<file path="src/rtl/core/slr_pkg.sv">
// Shared constants and types for the styled line rasterizer.
package slr_pkg;

    // Command codes carried in the action field
    localparam logic ACT_START = 1'b0;
    localparam logic ACT_STEP  = 1'b1;

    // Line style codes; the unused code draws as solid
    localparam logic [1:0] STYLE_SOLID  = 2'd0;
    localparam logic [1:0] STYLE_DOTTED = 2'd1;
    localparam logic [1:0] STYLE_DASHED = 2'd2;

    // Configuration register map
    localparam int unsigned CFG_IDX_BITS  = 4;
    localparam int unsigned CFG_DATA_BITS = 4;
    localparam logic [CFG_IDX_BITS-1:0] REG_DASH_PERIOD = 4'd0;
    localparam logic [CFG_IDX_BITS-1:0] REG_DASH_ON     = 4'd1;

    // Register reset values
    localparam logic [CFG_DATA_BITS-1:0] DASH_PERIOD_RST = 4'd10;
    localparam logic [CFG_DATA_BITS-1:0] DASH_ON_RST     = 4'd5;

    // Walker status seen by the top level
    typedef struct packed {
        logic busy;       // a line has pixels still to give
        logic step_idle;  // a step beat was taken with no line active
    } slr_status_t;

endpackage

</file>
<file path="src/rtl/core/slr_if.sv">
// Channel interfaces: command input, pixel output and register writes.
interface slr_cmd_if #(parameter int COORD_BITS = 12);
    logic                         valid;
    logic                         ready;
    logic                         action;
    logic signed [COORD_BITS-1:0] start_x;
    logic signed [COORD_BITS-1:0] start_y;
    logic signed [COORD_BITS-1:0] end_x;
    logic signed [COORD_BITS-1:0] end_y;
    logic [1:0]                   line_style;

    modport source (output valid, action, start_x, start_y, end_x, end_y, line_style,
                    input ready);
    modport sink   (input valid, action, start_x, start_y, end_x, end_y, line_style,
                    output ready);
endinterface

interface slr_pixel_if #(parameter int COORD_BITS = 12);
    logic                         valid;
    logic                         ready;
    logic signed [COORD_BITS-1:0] pixel_x;
    logic signed [COORD_BITS-1:0] pixel_y;
    logic                         visible;
    logic                         last_pixel;

    modport source (output valid, pixel_x, pixel_y, visible, last_pixel, input ready);
    modport sink   (input valid, pixel_x, pixel_y, visible, last_pixel, output ready);
endinterface

interface slr_cfg_if;
    logic                               valid;
    logic                               ready;
    logic [slr_pkg::CFG_IDX_BITS-1:0]  index;
    logic [slr_pkg::CFG_DATA_BITS-1:0] data;

    modport source (output valid, index, data, input ready);
    modport sink   (input valid, index, data, output ready);
endinterface

</file>
<file path="src/rtl/core/slr_setup.sv">
// Line setup: deltas, octant, initial decision value and pixel count.
module slr_setup #(
    parameter int COORD_BITS = 12
) (
    input  logic [COORD_BITS-1:0] start_x,
    input  logic [COORD_BITS-1:0] start_y,
    input  logic [COORD_BITS-1:0] end_x,
    input  logic [COORD_BITS-1:0] end_y,
    output logic                  step_x_neg,
    output logic                  step_y_neg,
    output logic                  x_major,
    output logic [COORD_BITS+1:0] err_init,
    output logic [COORD_BITS:0]   inc_axial,
    output logic [COORD_BITS+1:0] inc_diag,
    output logic [COORD_BITS:0]   pixel_count
);

    logic [COORD_BITS:0]   dx;
    logic [COORD_BITS:0]   dy;
    logic [COORD_BITS:0]   dx_mag;
    logic [COORD_BITS:0]   dy_mag;
    logic [COORD_BITS-1:0] abs_dx;
    logic [COORD_BITS-1:0] abs_dy;
    logic [COORD_BITS-1:0] major;
    logic [COORD_BITS-1:0] minor;
    logic [COORD_BITS+1:0] diff;

    // Signed deltas, one bit wider than a coordinate
    assign dx = {end_x[COORD_BITS-1], end_x} - {start_x[COORD_BITS-1], start_x};
    assign dy = {end_y[COORD_BITS-1], end_y} - {start_y[COORD_BITS-1], start_y};

    assign step_x_neg = dx[COORD_BITS];
    assign step_y_neg = dy[COORD_BITS];

    // Magnitudes always fit a coordinate's width
    assign dx_mag = step_x_neg ? (~dx + 1'b1) : dx;
    assign dy_mag = step_y_neg ? (~dy + 1'b1) : dy;
    assign abs_dx = dx_mag[COORD_BITS-1:0];
    assign abs_dy = dy_mag[COORD_BITS-1:0];

    // A tie is y-major
    assign x_major = abs_dx > abs_dy;
    assign major   = x_major ? abs_dx : abs_dy;
    assign minor   = x_major ? abs_dy : abs_dx;

    // Decision value and its two increments
    assign err_init    = {1'b0, minor, 1'b0} - {2'b00, major};
    assign diff        = {2'b00, minor} - {2'b00, major};
    assign inc_diag    = {diff[COORD_BITS:0], 1'b0};
    assign inc_axial   = {minor, 1'b0};
    assign pixel_count = {1'b0, major} + {{COORD_BITS{1'b0}}, 1'b1};

endmodule

</file>
<file path="src/rtl/core/slr_walker.sv">
// Line walker: Bresenham state, style pattern and the pixel output register.
module slr_walker #(
    parameter int COORD_BITS = 12
) (
    input  logic                                clk,
    input  logic                                rst_n,
    // command beat
    input  logic                                in_fire,
    input  logic                                in_action,
    input  logic [COORD_BITS-1:0]               in_start_x,
    input  logic [COORD_BITS-1:0]               in_start_y,
    input  logic [1:0]                          in_style,
    output logic                                in_ready,
    // setup results
    input  logic                                su_step_x_neg,
    input  logic                                su_step_y_neg,
    input  logic                                su_x_major,
    input  logic [COORD_BITS+1:0]               su_err_init,
    input  logic [COORD_BITS:0]                 su_inc_axial,
    input  logic [COORD_BITS+1:0]               su_inc_diag,
    input  logic [COORD_BITS:0]                 su_pixel_count,
    // pattern registers
    input  logic [slr_pkg::CFG_DATA_BITS-1:0]   dash_period,
    input  logic [slr_pkg::CFG_DATA_BITS-1:0]   dash_on_length,
    // pixel beat
    input  logic                                out_ready,
    output logic                                out_valid,
    output logic [COORD_BITS-1:0]               out_x,
    output logic [COORD_BITS-1:0]               out_y,
    output logic                                out_visible,
    output logic                                out_last,
    output slr_pkg::slr_status_t                status
);

    localparam int PW = slr_pkg::CFG_DATA_BITS;

    logic [COORD_BITS-1:0] cur_x_reg,   cur_x_next;
    logic [COORD_BITS-1:0] cur_y_reg,   cur_y_next;
    logic                  x_neg_reg,   x_neg_next;
    logic                  y_neg_reg,   y_neg_next;
    logic                  x_major_reg, x_major_next;
    logic [COORD_BITS+1:0] err_reg,     err_next;
    logic [COORD_BITS:0]   inc_a_reg,   inc_a_next;
    logic [COORD_BITS+1:0] inc_d_reg,   inc_d_next;
    logic [COORD_BITS:0]   left_reg,    left_next;
    logic [PW-1:0]         pat_reg,     pat_next;
    logic [1:0]            style_reg,   style_next;

    logic                  out_valid_reg, out_valid_next;
    logic [COORD_BITS-1:0] out_x_reg;
    logic [COORD_BITS-1:0] out_y_reg;
    logic                  out_vis_reg;
    logic                  out_last_reg;

    logic                  busy;
    logic                  do_start;
    logic                  do_pixel;
    logic                  err_ge;
    logic                  vis;
    logic                  last;
    logic                  move_x;
    logic                  move_y;
    logic [COORD_BITS-1:0] x_inc;
    logic [COORD_BITS-1:0] y_inc;
    logic [PW:0]           pat_inc;

    // Accept while the output slot is empty or being drained
    assign in_ready = !out_valid_reg || out_ready;
    assign busy     = left_reg != '0;
    assign do_start = in_fire && (in_action == slr_pkg::ACT_START);
    assign do_pixel = in_fire && (in_action == slr_pkg::ACT_STEP) && busy;

    // Style decode for the current pixel
    always_comb
    begin
        unique case (style_reg)
            slr_pkg::STYLE_DOTTED: vis = !pat_reg[0];
            slr_pkg::STYLE_DASHED: vis = pat_reg < dash_on_length;
            default:               vis = 1'b1;
        endcase
    end

    assign last = left_reg == {{COORD_BITS{1'b0}}, 1'b1};

    // One Bresenham step: major axis always, minor axis when the error is non-negative
    assign err_ge  = !err_reg[COORD_BITS+1];
    assign move_x  = x_major_reg || err_ge;
    assign move_y  = !x_major_reg || err_ge;
    assign x_inc   = x_neg_reg ? {COORD_BITS{1'b1}} : {{(COORD_BITS-1){1'b0}}, 1'b1};
    assign y_inc   = y_neg_reg ? {COORD_BITS{1'b1}} : {{(COORD_BITS-1){1'b0}}, 1'b1};
    assign pat_inc = {1'b0, pat_reg} + {{PW{1'b0}}, 1'b1};

    // Line state next values
    always_comb
    begin
        cur_x_next   = cur_x_reg;
        cur_y_next   = cur_y_reg;
        x_neg_next   = x_neg_reg;
        y_neg_next   = y_neg_reg;
        x_major_next = x_major_reg;
        err_next     = err_reg;
        inc_a_next   = inc_a_reg;
        inc_d_next   = inc_d_reg;
        left_next    = left_reg;
        pat_next     = pat_reg;
        style_next   = style_reg;
        if (do_start)
        begin
            cur_x_next   = in_start_x;
            cur_y_next   = in_start_y;
            x_neg_next   = su_step_x_neg;
            y_neg_next   = su_step_y_neg;
            x_major_next = su_x_major;
            err_next     = su_err_init;
            inc_a_next   = su_inc_axial;
            inc_d_next   = su_inc_diag;
            left_next    = su_pixel_count;
            pat_next     = '0;
            style_next   = in_style;
        end
        else if (do_pixel)
        begin
            if (move_x)
            begin
                cur_x_next = cur_x_reg + x_inc;
            end
            if (move_y)
            begin
                cur_y_next = cur_y_reg + y_inc;
            end
            err_next  = err_ge ? (err_reg + inc_d_reg) : (err_reg + {1'b0, inc_a_reg});
            left_next = left_reg - {{COORD_BITS{1'b0}}, 1'b1};
            pat_next  = (pat_inc >= {1'b0, dash_period}) ? '0 : pat_inc[PW-1:0];
        end
    end

    // Output slot occupancy
    always_comb
    begin
        out_valid_next = out_valid_reg;
        if (do_pixel)
        begin
            out_valid_next = 1'b1;
        end
        else if (out_ready)
        begin
            out_valid_next = 1'b0;
        end
    end

    // Control and line state
    always_ff @(posedge clk or negedge rst_n)
    begin
        if (!rst_n)
        begin
            cur_x_reg     <= '0;
            cur_y_reg     <= '0;
            x_neg_reg     <= 1'b0;
            y_neg_reg     <= 1'b0;
            x_major_reg   <= 1'b0;
            err_reg       <= '0;
            inc_a_reg     <= '0;
            inc_d_reg     <= '0;
            left_reg      <= '0;
            pat_reg       <= '0;
            style_reg     <= slr_pkg::STYLE_SOLID;
            out_valid_reg <= 1'b0;
        end
        else
        begin
            cur_x_reg     <= cur_x_next;
            cur_y_reg     <= cur_y_next;
            x_neg_reg     <= x_neg_next;
            y_neg_reg     <= y_neg_next;
            x_major_reg   <= x_major_next;
            err_reg       <= err_next;
            inc_a_reg     <= inc_a_next;
            inc_d_reg     <= inc_d_next;
            left_reg      <= left_next;
            pat_reg       <= pat_next;
            style_reg     <= style_next;
            out_valid_reg <= out_valid_next;
        end
    end

    // Pixel payload, loaded with the current pixel before it advances
    always_ff @(posedge clk)
    begin
        if (do_pixel)
        begin
            out_x_reg    <= cur_x_reg;
            out_y_reg    <= cur_y_reg;
            out_vis_reg  <= vis;
            out_last_reg <= last;
        end
    end

    assign out_valid   = out_valid_reg;
    assign out_x       = out_x_reg;
    assign out_y       = out_y_reg;
    assign out_visible = out_vis_reg;
    assign out_last    = out_last_reg;

    assign status.busy      = busy;
    assign status.step_idle = in_fire && (in_action == slr_pkg::ACT_STEP) && !busy;

endmodule

</file>
<file path="src/rtl/core/styled_line_rasterizer.sv">
// Styled line rasterizer top level: register file, setup and line walker.
//
//  channel | dir | beat contents                                      | accepted when
//  cmd     | in  | action, start_x, start_y, end_x, end_y, line_style | valid & ready
//  pixel   | out | pixel_x, pixel_y, visible, last_pixel              | valid & ready
//  cfg     | in  | index, data (0 dash_period, 1 dash_on_length)      | valid & ready
//
// One command beat per clock while cmd.ready is high; a step beat's pixel appears
// in the next cycle from the output register. Setup and each step are combinational
// adds and compares between the line state registers and the output register.
// cmd.ready is low only while a pixel sits in the output register and the
// sink stalls it. cfg.ready is always high. Reset clears the line (idle)
// and loads dash_period 10, dash_on_length 5; no clearing pass is needed.
module styled_line_rasterizer #(
    parameter int COORD_BITS = 12
) (
    input  logic          clk,
    input  logic          rst_n,
    slr_cmd_if.sink       cmd,
    slr_pixel_if.source   pixel,
    slr_cfg_if.sink       cfg
);

    logic [slr_pkg::CFG_DATA_BITS-1:0] dash_period_reg, dash_period_next;
    logic [slr_pkg::CFG_DATA_BITS-1:0] dash_on_reg,     dash_on_next;

    logic                  su_x_neg;
    logic                  su_y_neg;
    logic                  su_x_major;
    logic [COORD_BITS+1:0] su_err_init;
    logic [COORD_BITS:0]   su_inc_axial;
    logic [COORD_BITS+1:0] su_inc_diag;
    logic [COORD_BITS:0]   su_pixel_count;
    logic                  cmd_fire;
    logic [COORD_BITS-1:0] out_x;
    logic [COORD_BITS-1:0] out_y;
    slr_pkg::slr_status_t  status;

    // Register writes
    assign cfg.ready = 1'b1;

    always_comb
    begin
        dash_period_next = dash_period_reg;
        dash_on_next     = dash_on_reg;
        if (cfg.valid)
        begin
            unique case (cfg.index)
                slr_pkg::REG_DASH_PERIOD: dash_period_next = cfg.data;
                slr_pkg::REG_DASH_ON:     dash_on_next     = cfg.data;
                default:                  ;
            endcase
        end
    end

    always_ff @(posedge clk or negedge rst_n)
    begin
        if (!rst_n)
        begin
            dash_period_reg <= slr_pkg::DASH_PERIOD_RST;
            dash_on_reg     <= slr_pkg::DASH_ON_RST;
        end
        else
        begin
            dash_period_reg <= dash_period_next;
            dash_on_reg     <= dash_on_next;
        end
    end

    // Line setup from the endpoints of the incoming beat
    slr_setup #(
        .COORD_BITS (COORD_BITS)
    ) u_setup (
        .start_x     (cmd.start_x),
        .start_y     (cmd.start_y),
        .end_x       (cmd.end_x),
        .end_y       (cmd.end_y),
        .step_x_neg  (su_x_neg),
        .step_y_neg  (su_y_neg),
        .x_major     (su_x_major),
        .err_init    (su_err_init),
        .inc_axial   (su_inc_axial),
        .inc_diag    (su_inc_diag),
        .pixel_count (su_pixel_count)
    );

    assign cmd_fire = cmd.valid && cmd.ready;

    // Pixel walker and output register
    slr_walker #(
        .COORD_BITS (COORD_BITS)
    ) u_walker (
        .clk            (clk),
        .rst_n          (rst_n),
        .in_fire        (cmd_fire),
        .in_action      (cmd.action),
        .in_start_x     (cmd.start_x),
        .in_start_y     (cmd.start_y),
        .in_style       (cmd.line_style),
        .in_ready       (cmd.ready),
        .su_step_x_neg  (su_x_neg),
        .su_step_y_neg  (su_y_neg),
        .su_x_major     (su_x_major),
        .su_err_init    (su_err_init),
        .su_inc_axial   (su_inc_axial),
        .su_inc_diag    (su_inc_diag),
        .su_pixel_count (su_pixel_count),
        .dash_period    (dash_period_reg),
        .dash_on_length (dash_on_reg),
        .out_ready      (pixel.ready),
        .out_valid      (pixel.valid),
        .out_x          (out_x),
        .out_y          (out_y),
        .out_visible    (pixel.visible),
        .out_last       (pixel.last_pixel),
        .status         (status)
    );

    assign pixel.pixel_x = out_x;
    assign pixel.pixel_y = out_y;

    // The command side stalls only behind a held pixel
    a_ready_only_when_held: assert property (@(posedge clk) disable iff (!rst_n)
        !cmd.ready |-> (pixel.valid && !pixel.ready))
        else $error("command side stalled with no pixel held");

    // A start beat, or a step with no line, never raises a new pixel
    a_no_pixel_without_step: assert property (@(posedge clk) disable iff (!rst_n)
        (cmd_fire && (cmd.action == slr_pkg::ACT_START || status.step_idle))
        |=> !pixel.valid)
        else $error("pixel produced without an active step");

    // Once the final pixel is out, the line is finished
    a_last_ends_line: assert property (@(posedge clk) disable iff (!rst_n)
        (pixel.valid && pixel.last_pixel) |-> !status.busy)
        else $error("line still busy after its final pixel");

    // A pixel beat taken with no new one loaded empties the output slot
    a_slot_drains: assert property (@(posedge clk) disable iff (!rst_n)
        (pixel.valid && pixel.ready && !(cmd_fire && cmd.action == slr_pkg::ACT_STEP))
        |=> !pixel.valid)
        else $error("output slot did not drain");

endmodule

</file>
<file path="src/flat_wrapper.sv">
// flat-port wrapper written by rule: the top's interface ports become plain ports
module styled_line_rasterizer_flat 
#(
    parameter int COORD_BITS = 12
)
  (clk, rst_n, cmd_valid, cmd_action, cmd_start_x, cmd_start_y, cmd_end_x, cmd_end_y, cmd_line_style, cmd_ready, pixel_valid, pixel_pixel_x, pixel_pixel_y, pixel_visible, pixel_last_pixel, pixel_ready, cfg_valid, cfg_index, cfg_data, cfg_ready);
  slr_cmd_if #(.COORD_BITS(COORD_BITS)) cmd_i ();
  slr_pixel_if #(.COORD_BITS(COORD_BITS)) pixel_i ();
  slr_cfg_if cfg_i ();
  input  logic clk;
  input  logic rst_n;
  input wire logic [$bits(cmd_i.valid)-1:0] cmd_valid;
  input wire logic [$bits(cmd_i.action)-1:0] cmd_action;
  input wire logic [$bits(cmd_i.start_x)-1:0] cmd_start_x;
  input wire logic [$bits(cmd_i.start_y)-1:0] cmd_start_y;
  input wire logic [$bits(cmd_i.end_x)-1:0] cmd_end_x;
  input wire logic [$bits(cmd_i.end_y)-1:0] cmd_end_y;
  input wire logic [$bits(cmd_i.line_style)-1:0] cmd_line_style;
  output wire logic [$bits(cmd_i.ready)-1:0] cmd_ready;
  output wire logic [$bits(pixel_i.valid)-1:0] pixel_valid;
  output wire logic [$bits(pixel_i.pixel_x)-1:0] pixel_pixel_x;
  output wire logic [$bits(pixel_i.pixel_y)-1:0] pixel_pixel_y;
  output wire logic [$bits(pixel_i.visible)-1:0] pixel_visible;
  output wire logic [$bits(pixel_i.last_pixel)-1:0] pixel_last_pixel;
  input wire logic [$bits(pixel_i.ready)-1:0] pixel_ready;
  input wire logic [$bits(cfg_i.valid)-1:0] cfg_valid;
  input wire logic [$bits(cfg_i.index)-1:0] cfg_index;
  input wire logic [$bits(cfg_i.data)-1:0] cfg_data;
  output wire logic [$bits(cfg_i.ready)-1:0] cfg_ready;
  assign cmd_i.valid = cmd_valid;
  assign cmd_i.action = cmd_action;
  assign cmd_i.start_x = cmd_start_x;
  assign cmd_i.start_y = cmd_start_y;
  assign cmd_i.end_x = cmd_end_x;
  assign cmd_i.end_y = cmd_end_y;
  assign cmd_i.line_style = cmd_line_style;
  assign cmd_ready = cmd_i.ready;
  assign pixel_valid = pixel_i.valid;
  assign pixel_pixel_x = pixel_i.pixel_x;
  assign pixel_pixel_y = pixel_i.pixel_y;
  assign pixel_visible = pixel_i.visible;
  assign pixel_last_pixel = pixel_i.last_pixel;
  assign pixel_i.ready = pixel_ready;
  assign cfg_i.valid = cfg_valid;
  assign cfg_i.index = cfg_index;
  assign cfg_i.data = cfg_data;
  assign cfg_ready = cfg_i.ready;
  styled_line_rasterizer #(.COORD_BITS(COORD_BITS)) u_core (.clk(clk), .rst_n(rst_n), .cmd(cmd_i), .pixel(pixel_i), .cfg(cfg_i));
endmodule
</file>
<file path="config.mk">
export PLATFORM = sky130hd
export DESIGN_NAME = styled_line_rasterizer_flat
export DESIGN_NICKNAME = d
export VERILOG_FILES = /design/src/rtl/core/slr_pkg.sv /design/src/rtl/core/slr_if.sv /design/src/rtl/core/slr_setup.sv /design/src/rtl/core/slr_walker.sv /design/src/rtl/core/styled_line_rasterizer.sv /design/src/flat_wrapper.sv
export SDC_FILE = /design/constraint.sdc
export NUM_CORES = 1
export LEC_CHECK = 0
export BUFFER_PORTS_ARGS = -buffer_cell sky130_fd_sc_hd__buf_4
export CAP_MARGIN = 20
export CELL_PAD_IN_SITES_DETAIL_PLACEMENT = 1
export CELL_PAD_IN_SITES_GLOBAL_PLACEMENT = 2
export CORE_MARGIN = 4
export CORE_UTILIZATION = 38
export CTS_BUF_LIST = sky130_fd_sc_hd__clkbuf_4
export DETAILED_ROUTE_END_ITERATION = 12
export GPL_ROUTABILITY_DRIVEN = 0
export GPL_TIMING_DRIVEN = 0
export HOLD_SLACK_MARGIN = 0.02
export PLACE_DENSITY_LB_ADDON = 0.1
export SLEW_MARGIN = 0
export SYNTH_ARGS = -nofsm -noshare
export SYNTH_HDL_FRONTEND = slang
export SYNTH_SLANG_ARGS = --single-unit
</file>
<file path="constraint.sdc">
create_clock -name clk -period 3.9 [get_ports clk]
set_clock_uncertainty 0.05 [all_clocks]
set_input_delay 0 -clock clk [delete_from_list [all_inputs] [get_ports clk]]
set_output_delay 0 -clock clk [all_outputs]
set_load 0.05 [all_outputs]
</file>
==> flow_summary.json <==
{
  "floorplan.die_area_sq_um": 29370,
  "worst_ep_arrival_time_ns": 6.31,
  "max_cap_viol_count": 0,
  "summed_area_of_non_filler_cells_in_the_final_layout_sq_um": 14610,
  "antenna_found_initial": 1,
  "crit-reg2reg-capture": "u_core.u_walker.err_reg[13]",
  "worstPathRequired_ns": 4.29,
  "result_of_the_run": "finished, violations left",
  "cts_root_buffer": "sky130_fd_sc_hd__clkbuf_4",
  "final_critical_path_setup_slack_ns": -2.027,
  "post_synth_instance_area_sq_um": 10140,
  "synthesis.area_per_instance_sq_um": 8.663,
  "yosysTopAreaCell": "sky130_fd_sc_hd__dfrtp_1",
  "hold_ws_ns": 0.08513,
  "p_leak_nw": 6.296,
  "maxSlewHeadroom_pct": 37.95,
  "tightest_slew_ns": 0.9307,
  "ys.warnings.count": 0,
  "numnets_final": 1594,
  "total_switching_power_mw": 6.606,
  "detail_route.first_pass.iterations": 5,
  "grt_max_degree": 48,
  "grt_use_total_pct": 25.15,
  "timing.critical_path.buf_inv": 8,
  "cts.sinks": 119,
  "synth_top_flop_cell": "sky130_fd_sc_hd__dfrtp_1",
  "hp-class": "in -> reg",
  "critical_path.reg2reg.startpoint": "u_core.u_walker.err_reg[13]",
  "ys_async_sr_fraction_pct": 78.15,
  "vias": 10040,
  "synth_cells": 1171,
  "synth-seq-cells": 119,
  "die_h_um": 171.4,
  "core_region_area_sq_um": 26130,
  "placementRows": 59,
  "worst_path_most_repeated_cell": "sky130_fd_sc_hd__ha_4",
  "clock_path_buffers": 2,
  "critPathLaunchType": "primary input",
  "yosys-top-cells-area": "sky130_fd_sc_hd__dfrtp_1 22%, sky130_fd_sc_hd__ha_1 10%, sky130_fd_sc_hd__edfxtp_1 7.7%",
  "worstSetupPathType": "in -> reg",
  "rr_worst_depth": 19,
  "cts_tree": "yes",
  "rsz0062_at_grt": "yes",
  "detailedPlace.worstSlack_ns": -3.441,
  "htree_levels": 4,
  "finalSetupViolations": 49,
  "layout.cells.most_common_list": "192 x sky130_fd_sc_hd__buf_4, 114 x sky130_fd_sc_hd__nand2_1, 89 x sky130_fd_sc_hd__dfrtp_1",
  "power.density_nw_per_um2": 921.9,
  "whs_endpoint": "u_core.u_walker.inc_d_reg[1]",
  "synth_top_area_share_pct": 21.95,
  "placement.cell_area_sq_um": 11750,
  "post_route_cells_drive_above_1_share_pct": 34.48,
  "failed_checks": "setup timing",
  "final.period_utilization_pct": 152.0,
  "vias_per_cell": 5.611,
  "drt_drc_violations_left": 0,
  "timing_max_transition_violations_final": 0,
  "vias_in_the_first_global_route": 10540,
  "globalRoute.totalOverflow": 0,
  "max_incr_delay_on_cp_ns": 0.44,
  "area_growth_syn_to_layout_pct": 43.98,
  "worst_ir_drop_vdd_uv": 465.8,
  "worst_setup_hold_path_clk_slew_ns": 0.12,
  "final_period_minus_worst_setup_slack_ns": 5.927,
  "final_wl_um": 38760,
  "reg2reg_slack_ns": -0.57,
  "pin_count": 93,
  "antenna_left": 0,
  "grt_first_pass_wirelength_um": 57970,
  "fp.dieW_um": 171.4,
  "yosysSeqAreaShare_pct": 30.69,
  "power.clock.fraction_pct": 7.5,
  "hpwlAfterDp_um": 26480,
  "synth_edf_count": 26,
  "final_common_cell": "sky130_fd_sc_hd__buf_4",
  "critPathCaptureType": "flip-flop",
  "worstSkewPairLatency_ns": 0.59,
  "cts_buffers": 17,
  "worst_path_max_delay_cell": "sky130_fd_sc_hd__a2111o_1",
  "mappedNetlistNets": 1325,
  "timing.fmax_mhz": 168.7,
  "hold_violations": 0,
  "whs_path_depth": 4,
  "sequentialPowerShare_pct": 15.7,
  "initial_core_util_pct": 38.82,
  "numPortBuffers": 91,
  "p_int_mw": 6.860,
  "cpLargestDelayFamily": "compound AO/OA/AOI/OAI gates",
  "timing.critical_path.fanout_max": 6,
  "detail_route.iter0.violations": 658,
  "power.combinational.fraction_pct": 76.8,
  "yosysUniqueCellTypes": 91,
  "worst_min_path_start": "cmd_start_x[0]",
  "wl_per_cell_um": 21.67,
  "p_sw_share_pct": 49.05
}
[area by class of cell]
class / count / area (sq um)
multi-input combinational: 922 / 8035
inverter: 92 / 365.4
clock buffer: 17 / 127.6
fill: 2952 / 11530
buffer: 38 / 257.7
clock inverter: 15 / 178.9
antenna: 1 / 2.502
sequential: 119 / 3113
timing repair buffer: 250 / 2107
tap: 335 / 419.2
[synth_stat cells, types with 5 or more instances]
cell type	instances
sky130_fd_sc_hd__nor2_1	81
sky130_fd_sc_hd__fa_1	5
sky130_fd_sc_hd__and2_1	12
sky130_fd_sc_hd__nor4_1	7
sky130_fd_sc_hd__nand3_1	23
sky130_fd_sc_hd__a211oi_1	17
sky130_fd_sc_hd__a21o_1	20
sky130_fd_sc_hd__xor2_1	36
sky130_fd_sc_hd__edfxtp_1	26
sky130_fd_sc_hd__ha_1	85
sky130_fd_sc_hd__o21ai_1	11
sky130_fd_sc_hd__xnor2_1	73
sky130_fd_sc_hd__mux2i_1	26
sky130_fd_sc_hd__mux2_2	22
sky130_fd_sc_hd__and3_1	9
sky130_fd_sc_hd__nor3_1	18
sky130_fd_sc_hd__o21ai_0	76
sky130_fd_sc_hd__o22ai_1	14
sky130_fd_sc_hd__nand2b_1	13
sky130_fd_sc_hd__a31oi_1	12
sky130_fd_sc_hd__o211ai_1	7
sky130_fd_sc_hd__nor2b_1	12
sky130_fd_sc_hd__a21oi_1	86
sky130_fd_sc_hd__o31ai_1	9
sky130_fd_sc_hd__or3_1	9
sky130_fd_sc_hd__buf_1	5
sky130_fd_sc_hd__o21bai_1	21
sky130_fd_sc_hd__inv_1	88
sky130_fd_sc_hd__clkbuf_1	27
sky130_fd_sc_hd__dfrtp_1	89
sky130_fd_sc_hd__nand2_1	122
[metrics by stage]
step	utilization (%)	setup TNS, ns	power, mW	std cells
after CTS	52.66	-31.66	12.18	1740
after global placement	44.74	-91.58	9.479	1597
after detailed placement	44.95	-94.58	9.640	1599
after global routing	55.89	-51.82	14.37	1789
final	55.89	-46.25	13.47	1789
after floorplan	-	-36.69	7.713	1171
[power groups by stage]
stage	combinational (mW)	clock, mW	sequential (mW)
after detailed placement	7.50	0	2.14
final	10.3	1.00	2.12
after global placement	7.36	0	2.12
after CTS	9.04	1.03	2.11
after global routing	11.1	1.07	2.18
after floorplan	5.56	0	2.15
[repair_timing]
action | CTS | global route
setup buffers | 65 | 50
hold endpoints to repair | 130 | 0
gates resized for setup | 140 | 90
hold buffers | 44 | 0
pin swaps | 52 | 65
setup endpoints to repair | 49 | 49
[worst max path at each step]
| stage | startpoint | end | depth (start not counted) |
|---|---|---|---|
| 5_1_grt | cmd_end_x[0] | u_core.u_walker.err_reg[10] | 35 |
| 6_report | cmd_end_x[0] | u_core.u_walker.err_reg[10] | 35 |
| 3_3_place_gp | cmd_start_y[0] | u_core.u_walker.err_reg[12] | 31 |
| 3_5_place_dp | cmd_start_y[0] | u_core.u_walker.err_reg[12] | 31 |
| 2_1_floorplan | cmd_end_y[0] | u_core.u_walker.err_reg[12] | 30 |
| 4_1_cts | cmd_end_y[0] | u_core.u_walker.err_reg[10] | 36 |
[cell families (layout without fill, tap and decap cells)]
kind of cell | after synthesis | after routing | synth area share [%]
AO/OA/AOI/OAI | 335 | 335 | 21.87
AND/OR/NAND/NOR | 329 | 329 | 15.22
buffers and inverters | 130 | 412 | 4.971
flip-flops | 119 | 119 | 30.69
XOR/XNOR | 114 | 114 | 10.21
adder cells (fa/ha/maj) | 94 | 94 | 11.89
multiplexers | 49 | 49 | 5.118
other | 1 | 2 | 0.03697
[worst register-to-register path, stage by stage (launching register included)]
cell and delay, ns:
sky130_fd_sc_hd__dfrtp_1 0.35, sky130_fd_sc_hd__clkbuf_1 0.44, sky130_fd_sc_hd__buf_1 0.62, sky130_fd_sc_hd__mux2i_1 0.48
sky130_fd_sc_hd__fa_1 0.29, sky130_fd_sc_hd__inv_1 0.05, sky130_fd_sc_hd__a21oi_1 0.16, sky130_fd_sc_hd__o21bai_1 0.11
sky130_fd_sc_hd__a21oi_1 0.19, sky130_fd_sc_hd__o21bai_1 0.11, sky130_fd_sc_hd__a21oi_1 0.17, sky130_fd_sc_hd__o21bai_1 0.11
sky130_fd_sc_hd__and2_1 0.18, sky130_fd_sc_hd__o21ai_0 0.15, sky130_fd_sc_hd__nand2b_1 0.10, sky130_fd_sc_hd__and2_1 0.17
sky130_fd_sc_hd__o21ai_0 0.26, sky130_fd_sc_hd__nand3_1 0.12, sky130_fd_sc_hd__a21oi_1 0.16, sky130_fd_sc_hd__o31ai_1 0.09
[routing by layer]
metal,up-vias,global-route usage [%],wire length [um]
met5,-,0,0
met4,0,5.856,886
met3,63,2.942,1450
met2,244,43.72,19230
met1,5016,33.69,17200
li1,4715,-,-
No activity file was read; power rests on OpenSTA's default activity.
